[src/rtl/quadric_surface_eval_and_root_defines.svh]
// ---------------------------------------------------------------------------
// Quadric evaluator assertion macros
// Shared concurrent assertion forms, clocked on clk and disabled in rst.
// ---------------------------------------------------------------------------
`ifndef QUADRIC_SURFACE_EVAL_AND_ROOT_DEFINES_SVH
`define QUADRIC_SURFACE_EVAL_AND_ROOT_DEFINES_SVH

// same-cycle implication
`define QSR_ASSERT_IMP(name, ante, cons, msg) \
  name: assert property (@(posedge clk) disable iff (rst) (ante) |-> (cons)) \
    else $error(msg);

// next-cycle implication
`define QSR_ASSERT_NXT(name, ante, cons, msg) \
  name: assert property (@(posedge clk) disable iff (rst) (ante) |=> (cons)) \
    else $error(msg);

`endif

[src/rtl/qsr_pkg.sv]
// ---------------------------------------------------------------------------
// Quadric evaluator package
// Payload types, coefficient bundle, queue record and shared codes.
// ---------------------------------------------------------------------------
`timescale 1ns / 1ps

package qsr_pkg;

  localparam int COORD_W = 16;
  localparam int COEF_W  = 16;
  localparam int CFG_W   = 32;
  localparam int CFG_IDX_W = 3;
  localparam int QV_W = 40;
  localparam int GR_W = 32;
  localparam int RZ_W = 16;

  // solve path widths
  localparam int B_W     = 30;
  localparam int DELTA_W = 60;

  localparam logic [CFG_IDX_W-1:0] REG_XX_YY   = 3'd0;
  localparam logic [CFG_IDX_W-1:0] REG_ZZ_XY   = 3'd1;
  localparam logic [CFG_IDX_W-1:0] REG_XZ_YZ   = 3'd2;
  localparam logic [CFG_IDX_W-1:0] REG_LIN_XY  = 3'd3;
  localparam logic [CFG_IDX_W-1:0] REG_LIN_ZC  = 3'd4;
  localparam logic [CFG_W-1:0]     CFG_RESET   = 32'h1000_1000;

  localparam logic [1:0] ST_VALUE  = 2'd0;
  localparam logic [1:0] ST_ROOT   = 2'd1;
  localparam logic [1:0] ST_NOROOT = 2'd2;
  localparam logic [1:0] ST_DEGEN  = 2'd3;

  localparam logic [2:0] K_EVAL   = 3'd0;
  localparam logic [2:0] K_DEGEN  = 3'd1;
  localparam logic [2:0] K_NOROOT = 3'd2;
  localparam logic [2:0] K_DOUBLE = 3'd3;
  localparam logic [2:0] K_TWO    = 3'd4;

  typedef struct packed {
    logic                      opcode;
    logic signed [COORD_W-1:0] pos_x;
    logic signed [COORD_W-1:0] pos_y;
    logic signed [COORD_W-1:0] pos_z;
  } item_t;

  typedef struct packed {
    logic [1:0]             status;
    logic signed [QV_W-1:0] quad_value;
    logic signed [GR_W-1:0] grad_x;
    logic signed [GR_W-1:0] grad_y;
    logic signed [GR_W-1:0] grad_z;
    logic signed [RZ_W-1:0] root_z;
    logic                   last;
  } result_t;

  typedef struct packed {
    logic signed [COEF_W-1:0] axx;
    logic signed [COEF_W-1:0] ayy;
    logic signed [COEF_W-1:0] azz;
    logic signed [COEF_W-1:0] sxy;
    logic signed [COEF_W-1:0] sxz;
    logic signed [COEF_W-1:0] syz;
    logic signed [COEF_W-1:0] bx;
    logic signed [COEF_W-1:0] by;
    logic signed [COEF_W-1:0] bz;
    logic signed [COEF_W-1:0] cc;
  } coef_t;

  // classified item as handed from front to back
  typedef struct packed {
    logic [2:0]               kind;
    logic signed [B_W-1:0]    b;
    logic signed [COEF_W-1:0] azz;
    logic [DELTA_W-1:0]       delta;
    logic [QV_W-1:0]          quad_value;
    logic [GR_W-1:0]          grad_x;
    logic [GR_W-1:0]          grad_y;
    logic [GR_W-1:0]          grad_z;
  } rec_t;

endpackage

[src/rtl/qsr_queue.sv]
// ---------------------------------------------------------------------------
// Quadric evaluator decoupling queue
// Four-entry FIFO of classified items between front and back end.
// ---------------------------------------------------------------------------
`timescale 1ns / 1ps

module qsr_queue (
  input  logic           clk,
  input  logic           rst,
  input  logic           push,
  input  qsr_pkg::rec_t  push_rec,
  output logic           full,
  input  logic           pop,
  output qsr_pkg::rec_t  pop_rec,
  output logic           empty
);
  import qsr_pkg::*;
  `include "quadric_surface_eval_and_root_defines.svh"

  localparam int DEPTH = 4;
  localparam int PTR_W = $clog2(DEPTH);

  rec_t             mem [DEPTH];
  logic [PTR_W-1:0] wr_ptr, rd_ptr;
  logic [PTR_W:0]   count;

  assign full    = count == (PTR_W+1)'(DEPTH);
  assign empty   = count == '0;
  assign pop_rec = mem[rd_ptr];

  always_ff @(posedge clk) begin
    if (push) begin
      mem[wr_ptr] <= push_rec;
    end
  end

  always_ff @(posedge clk) begin
    if (rst) begin
      wr_ptr <= '0;
      rd_ptr <= '0;
      count  <= '0;
    end else begin
      if (push) wr_ptr <= wr_ptr + 1'b1;
      if (pop)  rd_ptr <= rd_ptr + 1'b1;
      case ({push, pop})
        2'b10:   count <= count + 1'b1;
        2'b01:   count <= count - 1'b1;
        default: count <= count;
      endcase
    end
  end

  `QSR_ASSERT_IMP(a_no_overflow, push, !full || pop, "queue overflow")
  `QSR_ASSERT_IMP(a_no_underflow, pop, !empty, "queue underflow")
  `QSR_ASSERT_NXT(a_count_bound, push && !pop && count == (PTR_W+1)'(DEPTH-1), full, "queue count")

endmodule

[config.mk]
export PLATFORM = sky130hd
export DESIGN_NAME = qsr_queue
export DESIGN_NICKNAME = d
export VERILOG_FILES = /design/src/rtl/qsr_pkg.sv /design/src/rtl/qsr_queue.sv
export VERILOG_INCLUDE_DIRS = /design/src /design/src/rtl
export SDC_FILE = /design/constraint.sdc
export NUM_CORES = 1
export LEC_CHECK = 0
export ABC_CLOCK_PERIOD_IN_PS = 11000
export BUFFER_PORTS_ARGS = -buffer_cell sky130_fd_sc_hd__buf_2
export CORE_MARGIN = 3
export CORE_UTILIZATION = 55
export DETAILED_ROUTE_END_ITERATION = 10
export PLACE_DENSITY = 0.77
export SLEW_MARGIN = 30
export SYNTH_ARGS = -nofsm -noshare
export SYNTH_HDL_FRONTEND = slang
export SYNTH_SLANG_ARGS = --single-unit
[constraint.sdc]
create_clock -name clk -period 11 [get_ports clk]
set_input_delay 2.2 -clock clk [delete_from_list [all_inputs] [get_ports clk]]
set_output_delay 2.2 -clock clk [all_outputs]
set_load 0.005 [all_outputs]
==> summary by stage <==
Timing
Setup violations remaining at the end of the flow were counted as 0. The final count of pins violating max slew was 0. For this run, the top clock speed supported by timing is 0.184 GHz. Setup repair after global routing left no endpoint under its margin. The worst max-slew margin expressed relative to the limit is 21.9%. The hold violation count in the final report was 0. For the pin with the worst max-slew slack, the measured transition is 1.17 ns. In the final timing run, aggregate negative setup slack is 0 ns. The worst setup skew after layout is 0.0149 ns. The final critical delay including setup and external delays is 5.44 ns.

After layout, the worst path uses 49.4% of the clock period.

Logic synthesis
Summing the areas of all and, or, nand and nor instances in the mapped netlist gives 0.214% of the synthesized area. For this run, the register share of the synthesized area comes to 82.9%. The mapped netlist covers 0.0357 mm². After synthesis, the mean cell area works out to 26.9 µm².

For this run, the number of Yosys warnings is 0. The number of unique standard cell types used by synthesis is 22. Summing the areas of all fa, ha and maj instances in the mapped netlist gives 0.231% of the synthesized area. The post-synthesis mux area share is 15.5%. The dominant combinational cell family by area after synthesis is multiplexers. The flop and latch count out of synthesis is 989.

The post-synthesis share of cell area spent on xor and xnor gates is 0.123%. The synthesized-area fraction occupied by ao, oa, aoi and oai cells is 0.0421%. The net count of the mapped netlist is 1581. The instance count of the mapped netlist is 1326.

Final layout
Once layout is complete, the utilization of the core stands at 66.4%. The post-layout instance area is 0.0423 mm². The area growth from synthesis to layout is 18.4%.

Leaving out fill and tap cells, the most frequent cell in the layout is edfxtp_1. The post-route netlist has 45.7% of its cells at a drive strength greater than 1. The number of nets in the layout is 2135. The finished layout holds 2819 standard cells, fillers aside. In the layout the commonest cells are edfxtp_1 (980), buf_2 (495), mux4_2 (245).

Clock network
The count of H-tree levels built during CTS is 3. The root buffer selected by CTS is clkbuf_16. Clock-pin slew was measured on the worst setup and hold paths at 0.06 ns. The number of resized instances in the post-cts repair step is 0. The post-CTS setup repair buffer count is 0. The number of CTS-inserted buffers is 96.

The number of sinks on the clock net is 989. Buffers inserted to repair hold after CTS numbered 0. The maximum number of buffers from clock root to sink is 3. The clock latency on the worst-skew pair is 0.64 ns. TritonCTS built the clock tree.

Floorplan
The number of placed I/O pins is 496. The core region is 0.0637 mm². The initial utilization of the core area, before any placement, comes to 56.1%.

The row count is 92. The overall die area is 0.0680 mm². The horizontal die dimension is 261 µm.

The die is 261 µm tall.

Global routing
The global-route usage over all layers is 21.3%. The number of antenna violations at the first check in global routing is 28. The maximum number of pins on one net before global-route repair is 140. The number of global-route vias before repair came to 17100. The global-route wire length before repair is 106000 µm.

For this run the aggregate overflow at the end of global routing stands at 0.

Detailed routing
After detailed routing, the total wire length is 72100 µm. The number of remaining DRC errors is 0. After detailed routing, the average wire length per cell comes to 25.6 µm. For this block, wires on met1 add up to 26400 µm.

The highest metal layer carrying signal wires in the routed design is met5. The count of nets left with antenna violations after detail routing is 0. The total number of vias is 16100.

Wire segments on met2 add up to 37200 µm in the final route. The routed design uses 5960 µm of met3 wire. The starting DRC count in detailed routing is 1238. The iteration count of the initial detailed-routing pass is 5. The number of vias per cell after detailed routing is 5.72.

Worst setup path
The family with the most delay on the worst path is buffers and inverters. The worst-case register-to-register setup slack is 8.31 ns. The critical path runs through a total of 4 cells. Walking the worst path, the cells encountered are buf_12 > buf_12 > mux4_2 > buf_2. The type of the worst setup path is reg -> out. The largest stage delay on the critical path is 0.67 ns.

The count of buffering cells on the critical path with inverters included is 3. The startpoint class of the critical path is a flip-flop. Data arrives at the worst endpoint at 3.24 ns. The largest fanout on the critical path is 100.

The critical path capture point is pop_rec[158]. The data required time of the worst path is 8.80 ns. The worst register-to-register path ends at mem[0][172]$_DFFE_PP_. The cell occurring most often along the worst timing path is buf_12.

For the worst flop-to-flop path, the logic depth is 5. The sort of element at the end of the critical path is a primary output. On the critical path, the stage with the largest delay is an instance of dfxtp_4. The startpoint identified for the worst register-to-register timing path is wr_ptr[0]$_SDFFE_PP0P_.

Status
The flow ran to the end, and the final reports show no timing, DRC or antenna violations.

Place
At the end of routability-driven placement, the weighted congestion stood at 0.755. Once placement finished, the instance area stood at 0.0391 mm². Detailed placement finished with a half-perimeter wire length of 42400 µm. Including well taps, the total number of placed cells is 2625. Buffers placed on the I/O ports in this run total 495.

Min path
The tightest min-delay check is of the reg -> reg type.

Power
The power per standard cell area is 194 mW/mm². The worst vdd rail ir drop is 0.176 mV. Summed over all cells, the static leakage comes to 14.1 nW.

Run
The count of maximum capacitance violations is 0.
[registers in the layout (all words and copies together), names as in the netlist, named ones only]
register	cells
wr_ptr	2
rd_ptr	2
count	3
mem	980
[through the flow]
stage	hold slack [ns]	worst slack, ns	power [mW]
finish	0.503	5.56	8.22
floorplan	0.467	2.62	4.88
global route	0.561	5.30	8.50
global placement	0.477	6.07	5.17
detailed placement	0.497	6.19	5.20
CTS	0.505	5.47	8.30
[per-layer routing]
metal  global-route usage (%)  vias up
li1                         -     6891
met1                     27.2     8455
met2                     34.7      611
met3                     6.50      144
met4                     8.45       24
met5                        0        -
[where the power goes]
part / internal, mW / switching [mW]
combinational: 0.345 / 0.378
clock: 1.79 / 1.32
sequential: 4.34 / 0.0528
total: 6.47 / 1.75
[worst reg2reg max path, stage by stage (launching register included)]
cell	delay (ns)
dfxtp_1	0.35
inv_1	0.10
ha_1	0.15
and2_4	0.66
buf_12	0.39
buf_16	0.48
[cell type report]
cell class / instances / area [µm²]
diodes: 16 / 40.0
clock buffers: 124 / 2560
clock inverters: 51 / 457
fillers: 3932 / 21400
inverters: 6 / 22.5
multi-input cells: 276 / 5760
flip-flops and latches: 989 / 29600
well taps: 846 / 1060
repair buffers: 511 / 2770
[cells by family after synthesis]
group	Yosys count
and+or+nand+nor	16
adders and majority gates	6
DFF	989
AOI/OAI and AO/OA	3
xor gates and xnor gates	5
muxes	246
buffers and inverters	61
[cell usage after synthesis, drive strengths merged]
cell type | count | share of area, %
xnor2 | 2 | 0.049
a21oi | 2 | 0.028
buf | 52 | 0.88
mux2i | 1 | 0.028
inv | 6 | 0.063
xor2 | 3 | 0.074
nor3 | 1 | 0.014
o21ai | 1 | 0.014
mux4 | 245 | 15
fa | 1 | 0.056
nand2 | 1 | 0.011
or3 | 1 | 0.018
clkbuf | 3 | 0.032
dfxtp | 9 | 0.50
and2 | 4 | 0.070
ha | 5 | 0.18
nor2 | 8 | 0.084
and3 | 1 | 0.018
edfxtp | 980 | 82
[how the worst min path moves through the flow]
stage | from | endpoint | slack [ns] | cells after the start
global route | count[2]$_SDFFE_PP0P_ | count[2]$_SDFFE_PP0P_ | 0.56 | 2
detailed placement | count[2]$_SDFFE_PP0P_ | count[2]$_SDFFE_PP0P_ | 0.50 | 2
finish | count[2]$_SDFFE_PP0P_ | count[2]$_SDFFE_PP0P_ | 0.50 | 2
floorplan | count[2]$_SDFFE_PP0P_ | count[2]$_SDFFE_PP0P_ | 0.47 | 2
CTS | count[2]$_SDFFE_PP0P_ | count[2]$_SDFFE_PP0P_ | 0.51 | 2
global placement | count[2]$_SDFFE_PP0P_ | count[2]$_SDFFE_PP0P_ | 0.48 | 2
Power figures use the tool's default switching activity.
